## config.mk

```make
export PLATFORM = sky130hd
export DESIGN_NAME = salsa_out
export DESIGN_NICKNAME = d
export VERILOG_FILES = /design/src/design/salsa_pkg.sv /design/src/design/salsa_out.sv
export SDC_FILE = /design/constraint.sdc
export NUM_CORES = 2
export LEC_CHECK = 0
export BUFFER_PORTS_ARGS = -buffer_cell sky130_fd_sc_hd__buf_4
export CELL_PAD_IN_SITES_DETAIL_PLACEMENT = 1
export CELL_PAD_IN_SITES_GLOBAL_PLACEMENT = 1
export CORE_AREA = 2 2 598 600
export DETAILED_ROUTE_END_ITERATION = 10
export DIE_AREA = 0 0 600 602
export PLACE_DENSITY_LB_ADDON = 0.15
export SLEW_MARGIN = 20
export SYNTH_ARGS = -nofsm -noshare
export SYNTH_HDL_FRONTEND = slang
export SYNTH_SLANG_ARGS = --single-unit
```

## constraint.sdc

```tcl
create_clock -name clk -period 3 [get_ports clk]
set_input_delay 0.15 -clock clk [delete_from_list [all_inputs] [get_ports clk]]
set_output_delay 0.15 -clock clk [all_outputs]
set_load 0.1 [all_outputs]
```

## src/design/salsa_pkg.sv

```systemverilog
package salsa_pkg;

  localparam int DOUBLE_ROUNDS = 10;
  localparam int STEPS_PER_PASS = 4;
  localparam int PASSES = 2 * DOUBLE_ROUNDS;
  localparam int STAGES = PASSES * STEPS_PER_PASS;

  typedef logic [15:0][31:0] words_t;

  typedef struct packed {
    logic        kind;
    logic [63:0] in_w01;
    logic [63:0] in_w23;
    logic [63:0] in_w45;
    logic [63:0] in_w67;
    logic [63:0] in_w89;
    logic [63:0] in_w1011;
    logic [63:0] in_w1213;
    logic [63:0] in_w1415;
  } item_t;

  typedef struct packed {
    logic [63:0] out_w01;
    logic [63:0] out_w23;
    logic [63:0] out_w45;
    logic [63:0] out_w67;
    logic [63:0] out_w89;
    logic [63:0] out_w1011;
    logic [63:0] out_w1213;
    logic [63:0] out_w1415;
  } result_t;

  typedef struct packed {
    logic   kind;
    words_t w;
    words_t z;
  } stage_t;

  localparam logic KIND_SALSA20  = 1'b0;
  localparam logic KIND_HSALSA20 = 1'b1;

  // Column groups first, then row groups; diagonal element leads each group.
  localparam logic [3:0] QR_GROUPS [8][4] = '{
    '{4'd0,  4'd4,  4'd8,  4'd12},
    '{4'd5,  4'd9,  4'd13, 4'd1},
    '{4'd10, 4'd14, 4'd2,  4'd6},
    '{4'd15, 4'd3,  4'd7,  4'd11},
    '{4'd0,  4'd1,  4'd2,  4'd3},
    '{4'd5,  4'd6,  4'd7,  4'd4},
    '{4'd10, 4'd11, 4'd8,  4'd9},
    '{4'd15, 4'd12, 4'd13, 4'd14}
  };

  // Rotate left by 7, 9, 13 or 18 for phases 0..3.
  function automatic logic [31:0] rotl_phase(logic [31:0] v, logic [1:0] phase);
    logic [31:0] r;
    unique case (phase)
      2'd0: r = {v[24:0], v[31:25]};
      2'd1: r = {v[22:0], v[31:23]};
      2'd2: r = {v[18:0], v[31:19]};
      2'd3: r = {v[13:0], v[31:14]};
      default: r = v;
    endcase
    return r;
  endfunction

  // One add-rotate-xor step of all four quarter rounds of a pass.
  function automatic words_t qr_step(words_t z, logic row, logic [1:0] phase);
    words_t      r;
    logic [1:0]  gi;
    logic [2:0]  grp;
    logic [3:0]  src_a;
    logic [3:0]  src_b;
    logic [3:0]  dst;
    logic [31:0] s;
    r = z;
    for (int g = 0; g < 4; g++) begin
      gi    = 2'(g);
      grp   = {row, gi};
      src_a = QR_GROUPS[grp][phase];
      src_b = QR_GROUPS[grp][phase + 2'd3];
      dst   = QR_GROUPS[grp][phase + 2'd1];
      s     = z[src_a] + z[src_b];
      r[dst] = z[dst] ^ rotl_phase(s, phase);
    end
    return r;
  endfunction

endpackage

```

## src/design/salsa_out.sv

```systemverilog
module salsa_out (
  input  logic               clk,
  input  logic               rst,
  input  logic               in_valid,
  input  salsa_pkg::stage_t  in_data,
  output logic               result_valid,
  output salsa_pkg::result_t result
);
  import salsa_pkg::*;

  words_t  sum;
  result_t result_next;

  always_comb begin
    for (int i = 0; i < 16; i++) begin
      sum[i] = in_data.z[i] + in_data.w[i];
    end
    unique case (in_data.kind)
      KIND_HSALSA20: begin
        result_next.out_w01   = {in_data.z[5],  in_data.z[0]};
        result_next.out_w23   = {in_data.z[15], in_data.z[10]};
        result_next.out_w45   = {in_data.z[7],  in_data.z[6]};
        result_next.out_w67   = {in_data.z[9],  in_data.z[8]};
        result_next.out_w89   = '0;
        result_next.out_w1011 = '0;
        result_next.out_w1213 = '0;
        result_next.out_w1415 = '0;
      end
      default: begin
        result_next.out_w01   = {sum[1],  sum[0]};
        result_next.out_w23   = {sum[3],  sum[2]};
        result_next.out_w45   = {sum[5],  sum[4]};
        result_next.out_w67   = {sum[7],  sum[6]};
        result_next.out_w89   = {sum[9],  sum[8]};
        result_next.out_w1011 = {sum[11], sum[10]};
        result_next.out_w1213 = {sum[13], sum[12]};
        result_next.out_w1415 = {sum[15], sum[14]};
      end
    endcase
  end

  always_ff @(posedge clk) begin
    if (rst) begin
      result_valid <= 1'b0;
    end else begin
      result_valid <= in_valid;
    end
  end

  always_ff @(posedge clk) begin
    result <= result_next;
  end

endmodule

```

# Yosys cells after proc, flatten, opt, wreduce, memory -nomap -nowiden
# Index checks and enable logic that the tools add are counted.
[classes]
add_sub_neg = 16
mux = 1
[op_table]
columns = ["op", "count"]
rows = [
  ["$add A32 B32 Y32", 16],
  ["$mux W512", 1],
]
[word_totals]
reg_bits = 513
in_bits = 1028
out_inout_bits = 513
wordCells = 26

# Logic depth before layout (Yosys ltp)
[depth]
ltp_word = 2
mapped_depth = 11
ltp_nobuf = 11

# Worst setup path after synthesis
# OpenSTA, ideal clock, no wires.
[synth_timing]
path_type = "input to register"
from = "input port in_data[352] (netlist bit)"
to = "register result[184] (netlist bit)"
setup_time_ps = 121
t_arrival_ps = 2678
required_ps = 2879
slack_ps = 201
stages = 11
path_buffers = 0
cell_sequence = "ha_1 fa_1 a21o_1 a21oi_1 o21ai_0 a221o_1 a21oi_1 o21a_1 o311ai_2 a31oi_1 mux2_2"
[synth_via]
elab_chain_cells = 1
[synth_lines]
columns = ["element", "line_no", "source"]
rows = [
  ["from (decl)", "salsa_out.sv:5", "input salsa_pkg::stage_t in_data,"],
  ["$add A32 B32 Y32", "salsa_out.sv:16", "sum[i] = in_data.z[i] + in_data.w[i];"],
  ["to (signal assigned)", "salsa_out.sv:51", "result <= result_next;"],
  ["to (decl)", "salsa_out.sv:7", "output salsa_pkg::result_t result"],
]
# Every way passes these cells.
# A chain may end at the register's enable or synchronous reset.

==> flow_metrics.tcl <==
set metrics [dict create \
    syn-num-nets 6378 \
    die_y_um 602 \
    ys_ff_latch 513 \
    fin_nets 9292 \
    fmax_mhz 339 \
    antenna_left 0 \
    initial_core_util_pct 11.0 \
    drive_gt1_share_pct 28.9 \
    rsz0062_at_grt "true" \
    vias 48900 \
    wl_mm 311 \
    min_period_ps 2950 \
    synth-main-ff-cell "dfxtp_1" \
    grt_pass1_vias 52800 \
    yosysSeqAreaShare_pct 26.3 \
    clkTransAtPathRegs_ps 60 \
    tns_ps 0 \
    syn-cell-area_sq_mm 0.0391 \
    worstPathArrival_ps 3710 \
    wl_per_cell_um 24.7 \
    drv_slew 0 \
    worst_pin_slew_ps 872 \
    pin_count 1541 \
    power.density_mw_per_mm2 556 \
    hold_violations 0 \
    synth_cell_type_count 97 \
    finalSetupViolations 0 \
    grt_antenna_before_repair 110 \
    status "finished clean" \
    synth.avg_cell_area_sq_um 8.08 \
    die_w_um 600 \
    holdCritPathClass "input pin to flip-flop" \
    clock_path_buffers 4 \
    cts_tree "built" \
    grtUsageTotal_pct 16.6 \
    dr.pass1.iters 5 \
    numCtsBuffers 93 \
    worst_setup_path_start_kind "input pin" \
    grt_pass1_wl_mm 425 \
    drc 0 \
    p_leak_nw 33.0 \
    drt_iter0_drc 1892 \
    dieArea_sq_mm 0.361 \
    viasPerCell 3.88 \
    cap_violations 0 \
    syn_to_final_growth_pct 87.1 \
    port_buffers 1540 \
    final.period_utilization_pct 98.4 \
    whs_ps 80.9 \
    crit_fanout 6 \
    hpwl_mm 270 \
    synth-edff-count 0 \
    grt_max_degree 98 \
    cts-root-buf "clkbuf_16" \
    globalRouteOverflowTotal 0 \
    core_area_sq_mm 0.355 \
    cts.sinks 513 \
    gp_congestion 0.893 \
    yosys_warnings 0 \
    worstSetupPathType "input pin to flip-flop" \
    rows 219 \
    synthCells 4838 \
    slew_headroom_pct 41.5 \
    ys_async_sr_fraction_pct 0 \
    endpoint_kind "flip-flop" \
    ir_drop_mv 0.442 \
    htree_levels 3 \
    cp.required_ps 3760 \
]
cell usage in the layout, fill, tap and decap left out, types with 31 or more instances in the layout:
| master | count |
|---|---|
| xnor2_1 | 219 |
| dlygate4sd3_1 | 1028 |
| a21o_1 | 258 |
| o21bai_1 | 80 |
| o21a_1 | 62 |
| nand3_1 | 91 |
| clkbuf_16 | 94 |
| and3_1 | 55 |
| ha_1 | 490 |
| dfxtp_1 | 513 |
| nor2b_1 | 65 |
| inv_1 | 107 |
| o21ai_0 | 415 |
| nor2_1 | 451 |
| a21oi_1 | 407 |
| nand2_1 | 490 |
| nand4_1 | 47 |
| o211ai_1 | 33 |
| a31oi_1 | 66 |
| nand2b_1 | 52 |
| diode_2 | 39 |
| a211oi_1 | 51 |
| o31ai_1 | 31 |
| xor2_1 | 184 |
| buf_4 | 1917 |
| nor3_1 | 81 |
| mux2_2 | 41 |
through the flow:
| step | cell area (sq um) | setup WS [ps] | util [%] | instances | power, W |
|---|---|---|---|---|---|
| after floorplan | 39100 | 201 | - | 4838 | 0.0203 |
| after global placement | 59200 | -766 | 16.7 | 11400 | 0.0275 |
| after detailed placement | 59200 | -730 | 16.7 | 11400 | 0.0274 |
| after CTS | 72600 | 11.5 | 20.5 | 12600 | 0.0414 |
| after global routing | 73100 | -2.94 | 20.6 | 12600 | 0.0427 |
| final | 73100 | 48.7 | 20.6 | 12600 | 0.0406 |
worst max-delay path: stages:
cell and delay (ps):
dlygate4sd3_1 580, buf_4 150, ha_1 280, dlygate4sd3_1 560, buf_4 160, nand3_1 80, nor2_1 60, a211oi_2 200
a21bo_2 300, a21o_1 240, a31o_2 250, a31oi_1 150, dlygate4sd3_1 560
flip-flops by register name (all words and copies together) (netlist names):
name and flops:
result 512, result_valid 1
worst paths after layout:
path                      from          end  cells after the start
hold / removal    in_data[703]  result[383]                      5
setup / recovery  in_data[664]  result[351]                     13
final cells by class:
| type | count | area (sq um) |
|---|---|---|
| Inverter | 108 | 410 |
| Antenna cell | 39 | 97.6 |
| Timing Repair Buffer | 2961 | 25000 |
| Clock inverter | 46 | 544 |
| Tap cell | 4751 | 5940 |
| Sequential cell | 513 | 10300 |
| Clock buffer | 120 | 2600 |
| Multi-Input combinational cell | 4075 | 28200 |
| Fill cell | 42100 | 282000 |
Yosys cell counts (81+ instances only):
master / n / area, sq um
xnor2_1: 220 / 1930
dfxtp_1: 513 / 10300
nand3_1: 92 / 460
clkbuf_1: 124 / 465
inv_1: 107 / 402
a21oi_1: 418 / 2090
ha_1: 496 / 6210
xor2_1: 184 / 1610
nor3_1: 82 / 410
nor2_1: 452 / 1700
nand2_1: 490 / 1840
o21ai_0: 429 / 2150
o21bai_1: 81 / 608
a21o_1: 258 / 1940
report_power, final:
group | internal [W] | switching (W) | total [W]
Combinational | 0.00697 | 0.0139 | 0.0208
Clock | 0.00689 | 0.00457 | 0.0115
Sequential | 0.00780 | 0.000517 | 0.00831
layer usage:
layer,track usage (%),wire length [um]
met4,4.90,9210
met3,3.37,15800
met5,0,366
met1,19.9,132000
met2,29.5,154000
what timing repair did:
item | 4_1_cts | 5_1_grt
hold buffers | 1029 | 1
buffers inserted | 0 | 1
setup endpoints to repair | 0 | 57
endpoints found under the hold margin | 507 | 1
gates resized for setup | 0 | 93
logic make-up after synthesis:
group / after synthesis / share of synthesized area (%)
xor+xnor: 404 / 9.06
flops: 513 / 26.3
buf+inv: 250 / 2.41
mux: 48 / 1.36
fa+ha+maj: 512 / 16.7
simple gates: 1448 / 16.9
compound gates: 1663 / 27.3
No activity file was read; power rests on OpenSTA's default activity.
